## src/hw/rtl/multichannel_sine_tone_generator_unit_macros.svh

```systemverilog
// Assertion macros for the multichannel sine tone generator unit.
`ifndef MULTICHANNEL_SINE_TONE_GENERATOR_UNIT_MACROS_SVH
`define MULTICHANNEL_SINE_TONE_GENERATOR_UNIT_MACROS_SVH
`ifndef SYNTHESIS
// Same-cycle implication, held off during reset.
`define MSTG_ASSERT_IMP(label, clk, rst_n, ante, cons, msg) \
    label: assert property (@(posedge clk) disable iff (!rst_n) (ante) |-> (cons)) \
        else $error(msg);
// Next-cycle implication, held off during reset.
`define MSTG_ASSERT_NXT(label, clk, rst_n, ante, cons, msg) \
    label: assert property (@(posedge clk) disable iff (!rst_n) (ante) |=> (cons)) \
        else $error(msg);
`else
`define MSTG_ASSERT_IMP(label, clk, rst_n, ante, cons, msg)
`define MSTG_ASSERT_NXT(label, clk, rst_n, ante, cons, msg)
`endif
`endif

```

## src/hw/rtl/mstg_pkg.sv

```systemverilog
// Shared types, constants and tables of the sine tone generator.
`default_nettype none
package mstg_pkg;

    // request codes
    localparam logic REQ_GENERATE = 1'b0;
    localparam logic REQ_LOAD     = 1'b1;

    // register indexes
    localparam logic [7:0] REG_BYTES_PER_SAMPLE = 8'd0;
    localparam logic [7:0] REG_CHANNEL_COUNT    = 8'd1;
    localparam logic [7:0] REG_PHASE_INCREMENT  = 8'd2;
    localparam logic [7:0] REG_ATTENUATION_DB   = 8'd3;

    // CORDIC datapath
    localparam int CW            = 34;
    localparam int CORDIC_STEPS  = 30;
    localparam int CORDIC_START  = 652032874;
    localparam int Q_ONE_INT     = 1073741824;
    localparam int MAX_DB_STEPS  = 12;
    localparam int QUEUE_DEPTH   = 2;

    // angles in 2^-32 turn units
    localparam logic [31:0] TURN_ANGLES [CORDIC_STEPS] = '{
        32'h20000000, 32'h12E4051E, 32'h09FB385B, 32'h051111D4, 32'h028B0D43,
        32'h0145D7E1, 32'h00A2F61E, 32'h00517C55, 32'h0028BE53, 32'h00145F2F,
        32'h000A2F98, 32'h000517CC, 32'h00028BE6, 32'h000145F3, 32'h0000A2FA,
        32'h0000517D, 32'h000028BE, 32'h0000145F, 32'h00000A30, 32'h00000518,
        32'h0000028C, 32'h00000146, 32'h000000A3, 32'h00000051, 32'h00000029,
        32'h00000014, 32'h0000000A, 32'h00000005, 32'h00000003, 32'h00000001
    };

    // full scale of the sample width over ten to the number of 20 dB steps
    localparam logic [30:0] MAXVAL_TABLE [4][MAX_DB_STEPS+1] = '{
        '{31'd127, 31'd12, 31'd1, 31'd0, 31'd0, 31'd0, 31'd0, 31'd0, 31'd0,
          31'd0, 31'd0, 31'd0, 31'd0},
        '{31'd32767, 31'd3276, 31'd327, 31'd32, 31'd3, 31'd0, 31'd0, 31'd0,
          31'd0, 31'd0, 31'd0, 31'd0, 31'd0},
        '{31'd8388607, 31'd838860, 31'd83886, 31'd8388, 31'd838, 31'd83, 31'd8,
          31'd0, 31'd0, 31'd0, 31'd0, 31'd0, 31'd0},
        '{31'd2147483647, 31'd214748364, 31'd21474836, 31'd2147483, 31'd214748,
          31'd21474, 31'd2147, 31'd214, 31'd21, 31'd2, 31'd0, 31'd0, 31'd0}
    };

    // frame settings derived from the configuration registers
    typedef struct packed {
        logic [1:0] nb_m1;   // bytes per sample minus one
        logic [2:0] ch_m1;   // channels per frame minus one
        logic [3:0] steps;   // whole 20 dB steps
    } t_cfg;

    // number of whole 20 dB steps, by threshold count
    function automatic logic [3:0] db_steps(input logic [7:0] db);
        logic [3:0] n;
        n = 4'd0;
        for (int t = 1; t <= MAX_DB_STEPS; t++) begin
            if (db >= 8'(20 * t)) n = n + 4'd1;
        end
        return n;
    endfunction

endpackage
`default_nettype wire

```

## src/hw/rtl/mstg_fifo.sv

```systemverilog
// Short queue of phase indexes between front and back.
`default_nettype none
module mstg_fifo #(
    parameter int WIDTH = 12,
    parameter int DEPTH = 2
) (
    input  logic             i_clk,
    input  logic             i_rst_n,
    input  logic             i_push,
    input  logic [WIDTH-1:0] i_data,
    output logic             o_full,
    input  logic             i_pop,
    output logic [WIDTH-1:0] o_data,
    output logic             o_empty
);
    localparam int PW = (DEPTH > 1) ? $clog2(DEPTH) : 1;
    localparam int CNTW = $clog2(DEPTH + 1);

    logic [WIDTH-1:0] r_mem [DEPTH];
    logic [PW-1:0]    r_wr_ptr, r_rd_ptr;
    logic [CNTW-1:0]  r_count;

    assign o_full  = (r_count == CNTW'(DEPTH));
    assign o_empty = (r_count == '0);
    assign o_data  = r_mem[r_rd_ptr];

    always_ff @(posedge i_clk) begin
        if (i_push) r_mem[r_wr_ptr] <= i_data;
    end

    always_ff @(posedge i_clk) begin
        if (!i_rst_n) begin
            r_wr_ptr <= '0;
            r_rd_ptr <= '0;
            r_count  <= '0;
        end else begin
            if (i_push) begin
                r_wr_ptr <= (r_wr_ptr == PW'(DEPTH - 1)) ? '0 : r_wr_ptr + PW'(1);
            end
            if (i_pop) begin
                r_rd_ptr <= (r_rd_ptr == PW'(DEPTH - 1)) ? '0 : r_rd_ptr + PW'(1);
            end
            if (i_push && !i_pop)      r_count <= r_count + CNTW'(1);
            else if (i_pop && !i_push) r_count <= r_count - CNTW'(1);
        end
    end
endmodule
`default_nettype wire

```

## src/hw/rtl/mstg_front.sv

```systemverilog
// Front part: takes requests, keeps the phase accumulator, queues indexes.
`default_nettype none
module mstg_front #(
    parameter int PHASE_BITS      = 32,
    parameter int SINE_TABLE_BITS = 12
) (
    input  logic                       i_clk,
    input  logic                       i_rst_n,
    input  logic                       i_valid,
    output logic                       o_ready,
    input  logic                       i_req_type,
    input  logic [31:0]                i_phase_value,
    input  logic [31:0]                i_phase_increment,
    output logic                       o_push,
    output logic [SINE_TABLE_BITS-1:0] o_k,
    input  logic                       i_full
);
    import mstg_pkg::*;

    logic [PHASE_BITS-1:0] r_acc;
    logic                  w_accept;

    assign o_ready  = !i_full;
    assign w_accept = i_valid && o_ready;
    assign o_push   = w_accept && (i_req_type == REQ_GENERATE);
    // index is taken before the advance
    assign o_k      = r_acc[PHASE_BITS-1 -: SINE_TABLE_BITS];

    always_ff @(posedge i_clk) begin
        if (!i_rst_n) begin
            r_acc <= '0;
        end else if (w_accept) begin
            if (i_req_type == REQ_LOAD) r_acc <= PHASE_BITS'(i_phase_value);
            else r_acc <= r_acc + PHASE_BITS'(i_phase_increment);
        end
    end
endmodule
`default_nettype wire

```

## src/hw/rtl/mstg_cordic.sv

```systemverilog
// Back part: iterative CORDIC sine, quadrant fold, clamp and amplitude scale.
`default_nettype none
module mstg_cordic #(
    parameter int SINE_TABLE_BITS = 12
) (
    input  logic                       i_clk,
    input  logic                       i_rst_n,
    input  mstg_pkg::t_cfg             i_cfg,
    input  logic                       i_k_valid,
    input  logic [SINE_TABLE_BITS-1:0] i_k,
    output logic                       o_k_ready,
    output logic                       o_word_valid,
    output logic [31:0]                o_word,
    input  logic                       i_word_ready
);
    import mstg_pkg::*;

    localparam int RW = SINE_TABLE_BITS - 2;
    localparam logic signed [CW-1:0] Q_ONE = CW'(Q_ONE_INT);

    typedef enum logic [2:0] {S_IDLE, S_ROT, S_SEL, S_MUL, S_OUT} t_state;

    t_state               r_state;
    logic signed [CW-1:0] r_x, r_y, r_z;
    logic [1:0]           r_q;
    logic [4:0]           r_iter;
    logic                 r_neg;
    logic [30:0]          r_mag;
    logic [30:0]          r_maxval;
    logic [61:0]          r_prod;

    logic signed [CW-1:0] w_dx, w_dy, w_ang, w_v, w_s, w_c, w_abs;
    logic [61:0]          w_prod;
    logic [31:0]          w_mag;

    always_comb begin
        w_dx  = r_y >>> r_iter;
        w_dy  = r_x >>> r_iter;
        w_ang = signed'(CW'(TURN_ANGLES[r_iter]));
        // quadrant fold: sin, cos, -sin, -cos
        w_v   = r_q[0] ? r_x : r_y;
        w_s   = r_q[1] ? -w_v : w_v;
        if (w_s > Q_ONE)       w_c = Q_ONE;
        else if (w_s < -Q_ONE) w_c = -Q_ONE;
        else                   w_c = w_s;
        w_abs  = (w_c < 0) ? -w_c : w_c;
        w_prod = r_mag * r_maxval;
        w_mag  = r_prod[61:30];
    end

    assign o_k_ready    = (r_state == S_IDLE);
    assign o_word_valid = (r_state == S_OUT);
    assign o_word       = r_neg ? (32'd0 - w_mag) : w_mag;

    always_ff @(posedge i_clk) begin
        if (!i_rst_n) begin
            r_state <= S_IDLE;
            r_iter  <= '0;
        end else begin
            unique case (r_state)
                S_IDLE: begin
                    if (i_k_valid) begin
                        r_x     <= CW'(CORDIC_START);
                        r_y     <= '0;
                        r_z     <= signed'(CW'({i_k[RW-1:0], {(32-SINE_TABLE_BITS){1'b0}}}));
                        r_q     <= i_k[SINE_TABLE_BITS-1 -: 2];
                        r_iter  <= '0;
                        r_state <= S_ROT;
                    end
                end
                S_ROT: begin
                    if (r_z >= 0) begin
                        r_x <= r_x - w_dx;
                        r_y <= r_y + w_dy;
                        r_z <= r_z - w_ang;
                    end else begin
                        r_x <= r_x + w_dx;
                        r_y <= r_y - w_dy;
                        r_z <= r_z + w_ang;
                    end
                    if (r_iter == 5'(CORDIC_STEPS - 1)) r_state <= S_SEL;
                    else r_iter <= r_iter + 5'd1;
                end
                S_SEL: begin
                    r_mag    <= w_abs[30:0];
                    r_neg    <= (w_c < 0);
                    r_maxval <= MAXVAL_TABLE[i_cfg.nb_m1][i_cfg.steps];
                    r_state  <= S_MUL;
                end
                S_MUL: begin
                    r_prod  <= w_prod;
                    r_state <= S_OUT;
                end
                S_OUT: begin
                    if (i_word_ready) r_state <= S_IDLE;
                end
                default: r_state <= S_IDLE;
            endcase
        end
    end
endmodule
`default_nettype wire

```

## src/hw/rtl/mstg_serial.sv

```systemverilog
// Back part: splits each sample into bytes for every channel of the frame.
`default_nettype none
module mstg_serial (
    input  logic           i_clk,
    input  logic           i_rst_n,
    input  mstg_pkg::t_cfg i_cfg,
    input  logic           i_word_valid,
    input  logic [31:0]    i_word,
    output logic           o_word_ready,
    output logic           o_valid,
    input  logic           i_ready,
    output logic [7:0]     o_data_byte,
    output logic [2:0]     o_channel_index,
    output logic           o_last_of_frame
);
    import mstg_pkg::*;

    logic        r_valid;
    logic [31:0] r_word;
    logic [1:0]  r_byte;
    logic [2:0]  r_chan;
    logic        w_byte_last, w_last, w_take;

    assign w_byte_last     = (r_byte == i_cfg.nb_m1);
    assign w_last          = w_byte_last && (r_chan == i_cfg.ch_m1);
    assign w_take          = r_valid && i_ready;
    // next sample goes in as the final byte leaves
    assign o_word_ready    = !r_valid || (w_take && w_last);
    assign o_valid         = r_valid;
    assign o_data_byte     = r_word[{r_byte, 3'b000} +: 8];
    assign o_channel_index = r_chan;
    assign o_last_of_frame = w_last;

    always_ff @(posedge i_clk) begin
        if (!i_rst_n) begin
            r_valid <= 1'b0;
            r_byte  <= '0;
            r_chan  <= '0;
        end else if (o_word_ready && i_word_valid) begin
            r_valid <= 1'b1;
            r_word  <= i_word;
            r_byte  <= '0;
            r_chan  <= '0;
        end else if (w_take) begin
            if (w_last) begin
                r_valid <= 1'b0;
            end else if (w_byte_last) begin
                r_byte <= '0;
                r_chan <= r_chan + 3'd1;
            end else begin
                r_byte <= r_byte + 2'd1;
            end
        end
    end
endmodule
`default_nettype wire

```

## src/hw/rtl/multichannel_sine_tone_generator_unit.sv

```systemverilog
// Top level of the multichannel sine tone generator: registers, front, queue, back.
//
//  channel  | handshake                | payload
//  ---------+--------------------------+--------------------------------------
//  request  | i_valid / o_ready        | i_req_type, i_phase_value
//  config   | i_cfg_valid / o_cfg_ready| i_cfg_index, i_cfg_data
//  byte out | o_valid / i_ready        | o_data_byte, o_channel_index,
//           |                          | o_last_of_frame
//
// A load item is taken by the front and yields nothing.
// A generate item passes through the CORDIC unit as start, 30 rotations,
// fold/clamp, multiply and hand-off; bytes then leave one per cycle while i_ready
// is high, and the CORDIC unit can work on the next sample while they leave.
// The front keeps taking items while the two-entry queue has room; the
// serialiser takes the next sample as the last byte of a frame leaves.
// Reset is synchronous, active low; no clearing pass is needed.
`default_nettype none
`include "multichannel_sine_tone_generator_unit_macros.svh"
module multichannel_sine_tone_generator_unit #(
    parameter int MAX_CHANNELS    = 8,
    parameter int SINE_TABLE_BITS = 12,
    parameter int PHASE_BITS      = 32
) (
    input  logic        i_clk,
    input  logic        i_rst_n,
    // requests
    input  logic        i_valid,
    output logic        o_ready,
    input  logic        i_req_type,
    input  logic [31:0] i_phase_value,
    // configuration writes
    input  logic        i_cfg_valid,
    output logic        o_cfg_ready,
    input  logic [7:0]  i_cfg_index,
    input  logic [31:0] i_cfg_data,
    // byte stream
    output logic        o_valid,
    input  logic        i_ready,
    output logic [7:0]  o_data_byte,
    output logic [2:0]  o_channel_index,
    output logic        o_last_of_frame
);
    import mstg_pkg::*;

    // channels per frame never exceed eight: the index port is three bits
    localparam int CH_LIMIT = (MAX_CHANNELS < 8) ? MAX_CHANNELS : 8;

    // configuration registers
    logic [2:0]  r_bytes_per_sample;
    logic [3:0]  r_channel_count;
    logic [31:0] r_phase_increment;
    logic [7:0]  r_attenuation_db;

    t_cfg                       w_cfg;
    logic                       w_push, w_pop, w_q_full, w_q_empty;
    logic [SINE_TABLE_BITS-1:0] w_k_in, w_k_out;
    logic                       w_k_ready;
    logic                       w_word_valid, w_word_ready;
    logic [31:0]                w_word;

    // writes are always accepted; unknown indexes are dropped
    assign o_cfg_ready = 1'b1;

    always_ff @(posedge i_clk) begin
        if (!i_rst_n) begin
            r_bytes_per_sample <= 3'd2;
            r_channel_count    <= 4'd2;
            r_phase_increment  <= 32'd42852281;
            r_attenuation_db   <= 8'd0;
        end else if (i_cfg_valid && o_cfg_ready) begin
            unique case (i_cfg_index)
                REG_BYTES_PER_SAMPLE: r_bytes_per_sample <= i_cfg_data[2:0];
                REG_CHANNEL_COUNT:    r_channel_count    <= i_cfg_data[3:0];
                REG_PHASE_INCREMENT:  r_phase_increment  <= i_cfg_data;
                REG_ATTENUATION_DB:   r_attenuation_db   <= i_cfg_data[7:0];
                default: ;
            endcase
        end
    end

    // out-of-range widths and counts are folded into range here
    always_comb begin
        if (r_bytes_per_sample == 3'd0)     w_cfg.nb_m1 = 2'd0;
        else if (r_bytes_per_sample > 3'd4) w_cfg.nb_m1 = 2'd3;
        else                                w_cfg.nb_m1 = 2'(r_bytes_per_sample - 3'd1);

        if (r_channel_count == 4'd0)                w_cfg.ch_m1 = 3'd0;
        else if (r_channel_count > 4'(CH_LIMIT))    w_cfg.ch_m1 = 3'(CH_LIMIT - 1);
        else                                        w_cfg.ch_m1 = 3'(r_channel_count - 4'd1);

        w_cfg.steps = db_steps(r_attenuation_db);
    end

    // front: accepts requests, owns the phase accumulator
    mstg_front #(
        .PHASE_BITS      (PHASE_BITS),
        .SINE_TABLE_BITS (SINE_TABLE_BITS)
    ) u_front (
        .i_clk             (i_clk),
        .i_rst_n           (i_rst_n),
        .i_valid           (i_valid),
        .o_ready           (o_ready),
        .i_req_type        (i_req_type),
        .i_phase_value     (i_phase_value),
        .i_phase_increment (r_phase_increment),
        .o_push            (w_push),
        .o_k               (w_k_in),
        .i_full            (w_q_full)
    );

    // queue of table indexes decoupling front from back
    mstg_fifo #(
        .WIDTH (SINE_TABLE_BITS),
        .DEPTH (QUEUE_DEPTH)
    ) u_queue (
        .i_clk   (i_clk),
        .i_rst_n (i_rst_n),
        .i_push  (w_push),
        .i_data  (w_k_in),
        .o_full  (w_q_full),
        .i_pop   (w_pop),
        .o_data  (w_k_out),
        .o_empty (w_q_empty)
    );

    assign w_pop = !w_q_empty && w_k_ready;

    // back: sine and scaling
    mstg_cordic #(
        .SINE_TABLE_BITS (SINE_TABLE_BITS)
    ) u_cordic (
        .i_clk        (i_clk),
        .i_rst_n      (i_rst_n),
        .i_cfg        (w_cfg),
        .i_k_valid    (!w_q_empty),
        .i_k          (w_k_out),
        .o_k_ready    (w_k_ready),
        .o_word_valid (w_word_valid),
        .o_word       (w_word),
        .i_word_ready (w_word_ready)
    );

    // back: byte serialiser with its own output register
    mstg_serial u_serial (
        .i_clk           (i_clk),
        .i_rst_n         (i_rst_n),
        .i_cfg           (w_cfg),
        .i_word_valid    (w_word_valid),
        .i_word          (w_word),
        .o_word_ready    (w_word_ready),
        .o_valid         (o_valid),
        .i_ready         (i_ready),
        .o_data_byte     (o_data_byte),
        .o_channel_index (o_channel_index),
        .o_last_of_frame (o_last_of_frame)
    );

    // checks
    `MSTG_ASSERT_IMP(a_last_on_final_channel, i_clk, i_rst_n, o_valid && o_last_of_frame, o_channel_index == w_cfg.ch_m1, "frame end not on final channel")
    `MSTG_ASSERT_IMP(a_load_not_queued, i_clk, i_rst_n, i_valid && o_ready && (i_req_type == REQ_LOAD), !w_push, "load item entered the queue")
    `MSTG_ASSERT_IMP(a_pop_not_empty, i_clk, i_rst_n, w_pop, !w_q_empty, "pop from empty queue")
    `MSTG_ASSERT_NXT(a_frame_starts_at_zero, i_clk, i_rst_n, w_word_valid && w_word_ready, o_valid && (o_channel_index == 3'd0), "new frame not at channel zero")
endmodule
`default_nettype wire
```

## config.mk

```make
export PLATFORM = sky130hd
export DESIGN_NAME = multichannel_sine_tone_generator_unit
export DESIGN_NICKNAME = d
export VERILOG_FILES = /design/src/hw/rtl/mstg_pkg.sv /design/src/hw/rtl/mstg_fifo.sv /design/src/hw/rtl/mstg_front.sv /design/src/hw/rtl/mstg_cordic.sv /design/src/hw/rtl/mstg_serial.sv /design/src/hw/rtl/multichannel_sine_tone_generator_unit.sv
export VERILOG_INCLUDE_DIRS = /design/src /design/src/hw/rtl
export SDC_FILE = /design/constraint.sdc
export NUM_CORES = 2
export LEC_CHECK = 0
export ABC_AREA = 1
export BUFFER_PORTS_ARGS = -buffer_cell sky130_fd_sc_hd__buf_2
export CORE_ASPECT_RATIO = 0.7
export CORE_MARGIN = 4
export CORE_UTILIZATION = 30
export CTS_BUF_LIST = sky130_fd_sc_hd__clkbuf_2
export CTS_CLUSTER_SIZE = 12
export DETAILED_ROUTE_END_ITERATION = 10
export SETUP_SLACK_MARGIN = 0.05
export SLEW_MARGIN = 20
export SYNTH_ARGS = -nofsm -noshare
export SYNTH_HDL_FRONTEND = slang
export SYNTH_SLANG_ARGS = --single-unit
export TNS_END_PERCENT = 1
```

## constraint.sdc

```tcl
create_clock -name i_clk -period 8.1 [get_ports i_clk]
set_input_delay 0.405 -clock i_clk [delete_from_list [all_inputs] [get_ports i_clk]]
set_output_delay 0.405 -clock i_clk [all_outputs]
set_load 0.05 [all_outputs]
```

==> out/metrics.sh <==
RUN_STATUS='completed'
FLOORPLAN.DIE.HEIGHT_UM=386
SHARE_OF_LAYOUT_CELLS_ABOVE_DRIVE_STRENGTH_1_PCT=6.71
SHARE_OF_SYNTHESIZED_AREA_OCCUPIED_BY_FLIP_FLOPS_AND_LATCHES_PCT=15.4
WORSTHOLDENDPOINT='u_serial.r_byte[0]'
WORSTHOLDPATHTYPE='in -> reg'
WL_UM=199000
CTS_NUM_SINKS=346
POSTROUTEANTENNANETS=0
GPL.FINAL_WEIGHTED_CONGESTION=0.935
POSTSYNTHREGISTERBITS=346
TIMING.REG2REG.WORST_PATH_DEPTH=26
YOSYS-TOP-CELLS-AREA='fa_1 27%, nand2_1 13%, edfxtp_1 12%, inv_1 11%, ha_1 8.8%'
CRIT_ARRIVAL_PS=8860
PORTBUFFERS=91
WORST_CLOCK_SKEW_PS=194
ANTENNA_FOUND_INITIAL=5
SYNTH.LARGEST_AREA_CELL='fa_1'
CLOCK_PATH_BUFFERS=3
WORSTSETUPPATHTYPE='reg -> reg'
SYNTH-EDFF-COUNT=250
WORSTSETUPSTARTPOINTTYPE='flip-flop'
R2R_END='u_cordic.r_prod[55]'
CRITPATHCAPTURETYPE='flip-flop'
TIMING.FINAL.MAX_SLEW_VIOLATIONS=0
TIMING.CRITICAL_PATH.FANOUT_MAX=14
FLOW.AREA_GROWTH_FROM_SYNTHESIS_PCT=13.2
DRC=0
ASYNC_RESET_FF_SHARE_PCT=0
CTS-HTREE-LEVELS=3
CTS_TREE='built'
DRT_FIRST_PASS_ITERS=7
CTS.ROOT.BUFFER_CELL='clkbuf_2'
SYNTH_NET_COUNT=9618
GLOBALROUTE.TOTALOVERFLOW=0
FINAL-HOLD-VIOLATION-COUNT=0
VIA_COUNT=55375
CRIT_REQUIRED_PS=9180
AVGVIACOUNTPERCELL=4.84
CORE_AR_MM2=0.202
FLOORPLAN.INITIALDENSITY_PCT=30.2
GRT_MAX_DEGREE=74
SYNTHESIS.INSTANCES=8293
GRT_FIRST_PASS_WIRELENGTH_UM=314000
GROUTE.USAGE.OVERALL_PCT=18.7
FINAL_HPWL_FROM_DETAILED_PLACEMENT_UM=159000
REPORT.FINAL.SETUP_VIOL=0
WHS_PS=170
SYNTH-MAIN-FF-CELL='edfxtp_1'
FINALSETUPTNS_PS=0
NUMBER_OF_WARNINGS_REPORTED_IN_THE_YOSYS_SYNTHESIS_LOG=0
DIE_WIDTH_UM=548
ROW_COUNT=138
TIMING.SLEW.HEADROOM_PCT=28.8
WORST-SLEW-PIN-TRANSITION_PS=1060
FINAL_MIN_PERIOD_OVER_CLOCK_PERIOD_PCT=96.2
NUMBER_OF_PLACED_I_O_PINS=93
LAYOUT.NETS=9947
DETAILEDROUTE.FIRSTITERATIONVIOLATIONS=5298
CLK_LATENCY_PS=1410
DRV.MAX_CAP_VIOLATION_COUNT=0
RSZ0062_AT_GRT='true'
FMAX_MHz=128
SYNTHESIS.AREA_PER_INSTANCE_UM2=7.37
TIMING.HOLD.WORST_PATH_DEPTH=4
WIRE_PER_INST_UM=17.4
FIRST_GLOBAL_VIAS=55419
WORSTREG2REGSTART='u_cordic.r_mag[14]'
TRITONCTS.NUM_BUFFERS=95
WORST-R2R-SETUP-SLACK_PS=310
DIE_AREA_MM2=0.211
SYN_AREA_MM2=0.0611
NETLIST-CELL-TYPE-COUNT=69
YOSYSTOPAREACELLSHARE_PCT=26.8
FINAL_PERIOD_MINUS_WORST_SETUP_SLACK_PS=7790
CLKSLEWWORSTSETUPHOLDPATHS_PS=140
WORST_HOLD_STARTPOINT='i_ready'
layout make-up:
| cell class | instances | area (um2) |
|---|---|---|
| Antenna cell | 5 | 12.5 |
| Clock buffer | 130 | 651 |
| Clock inverter | 45 | 265 |
| Fill cell | 21514 | 133000 |
| Inverter | 1809 | 6800 |
| Multi-Input combinational cell | 5799 | 43600 |
| Sequential cell | 346 | 9440 |
| Tap cell | 2730 | 3420 |
| Timing Repair Buffer | 571 | 5050 |
registers in the layout (all words and copies together), names as in the netlist, 2 cells and up, named ones only:
signal                    cells
u_cordic.r_prod              32
u_serial.o_channel_index      3
u_cordic.r_q                  2
u_cordic.r_iter               5
u_queue.r_count               2
u_cordic.r_y                 34
u_cordic.r_maxval            26
u_cordic.r_mag               31
r_phase_increment            32
u_cordic.r_x                 34
r_channel_count               4
r_bytes_per_sample            3
u_queue.r_mem                24
u_cordic.r_z                 34
u_serial.r_word              32
u_cordic.r_state              3
r_attenuation_db              6
u_serial.r_byte               2
u_front.r_acc                32
worst max-delay path, stage by stage, from the launching register on:
cell and delay [ps]:
edfxtp_1 590, buf_6 290, nand2_1 70, inv_1 70, fa_1 450, fa_1 570, inv_1 70, fa_1 570
fa_1 460, fa_1 550, inv_1 50, fa_1 460, fa_1 680, fa_1 490, ha_1 320, nand2_1 90
nor2_1 180, nand2_1 80, nor2_1 110, a211oi_1 50, o21ai_0 90, a21oi_1 100, buf_4 160, o21ai_0 300
a21oi_1 210, o21ai_0 250, xor2_1 110
cells in the mapped netlist, types with 11 or more instances:
library cell / n
a211oi_1: 11
a21boi_0: 16
a21o_1: 12
a21oi_1: 426
a31oi_1: 55
buf_1: 34
buf_2: 34
buf_4: 13
buf_6: 11
clkbuf_1: 246
dfxtp_1: 96
edfxtp_1: 250
fa_1: 818
ha_1: 429
inv_1: 1791
inv_2: 13
mux2i_1: 36
nand2_1: 2037
nand2_2: 16
nand3_1: 210
nand4_1: 52
nor2_1: 569
nor3_1: 45
nor4_1: 17
o211ai_1: 39
o21a_1: 46
o21ai_0: 458
o21ai_1: 54
o21ai_2: 12
o21bai_1: 25
o221ai_1: 14
o22ai_1: 18
o41ai_1: 21
or2_2: 29
xnor2_1: 76
xor2_1: 165
worst max-delay path by stage:
| stage | startpoint | end | cells after the start |
|---|---|---|---|
| final | u_cordic.r_mag[14] | u_cordic.r_prod[55] | 26 |
| after global routing | r_attenuation_db[7] | u_cordic.r_maxval[1] | 48 |
| after CTS | r_attenuation_db[6] | u_cordic.r_maxval[17] | 46 |
| after detailed placement | r_attenuation_db[6] | u_cordic.r_maxval[17] | 45 |
| after global placement | r_attenuation_db[6] | u_cordic.r_maxval[8] | 47 |
| after floorplan | r_attenuation_db[5] | u_cordic.r_maxval[1] | 48 |
kinds of logic (layout without fill, tap and decap cells):
group / count (synthesis) / in the layout / share of synthesized area (%)
other: 1 / 6 / 0.00613
AO/OA/AOI/OAI: 1238 / 1238 / 11.4
buffers and inverters: 2148 / 2555 / 13.5
adder cells (fa/ha/maj): 1248 / 1248 / 35.6
multiplexers: 42 / 42 / 0.700
AND/OR/NAND/NOR: 3026 / 3026 / 19.9
flip-flops: 346 / 346 / 15.4
XOR/XNOR: 244 / 244 / 3.53
cell usage in the layout (no fill, tap or decap), drive strengths merged, types with 55 or more instances in the layout:
| master | instances |
|---|---|
| nand2 | 2055 |
| a31oi | 55 |
| fa | 818 |
| nor2 | 579 |
| xnor2 | 77 |
| a21oi | 426 |
| xor2 | 167 |
| edfxtp | 250 |
| nand3 | 212 |
| clkbuf | 130 |
| buf | 306 |
| dlygate4sd3 | 265 |
| o21ai | 524 |
| inv | 1807 |
| dfxtp | 96 |
| ha | 429 |
through the flow:
stage	worst slack [ps]	cell area [um2]	utilization, %	cells
final	311	69200	34.2	11435
after global routing	-6.28	69200	34.2	11433
after CTS	69.5	68700	33.9	11390
after detailed placement	115	65100	32.2	10950
after global placement	-51.3	65100	32.2	10950
after floorplan	580	61100	-	8293
per-layer routing:
| metal | share of wire (%) | GRT usage [%] | vias to the layer above |
|---|---|---|---|
| li1 | - | - | 26299 |
| met1 | 49 | 28.6 | 26858 |
| met2 | 41 | 27.4 | 1981 |
| met3 | 8.5 | 3.35 | 233 |
| met4 | 1.7 | 3.38 | 4 |
| met5 | 0.012 | 0 | - |
repair_timing:
action / in CTS / in global routing
endpoints found under the hold margin: 130 / 0
resized for setup: 4 / 29
buffers inserted: 0 / 40
hold buffers: 265 / 0
setup endpoints to repair: 8 / 38
pin swaps: 0 / 7
Power is not shown: default switching activity piles up to over one toggle a cycle in this logic, so the estimate is an artifact.
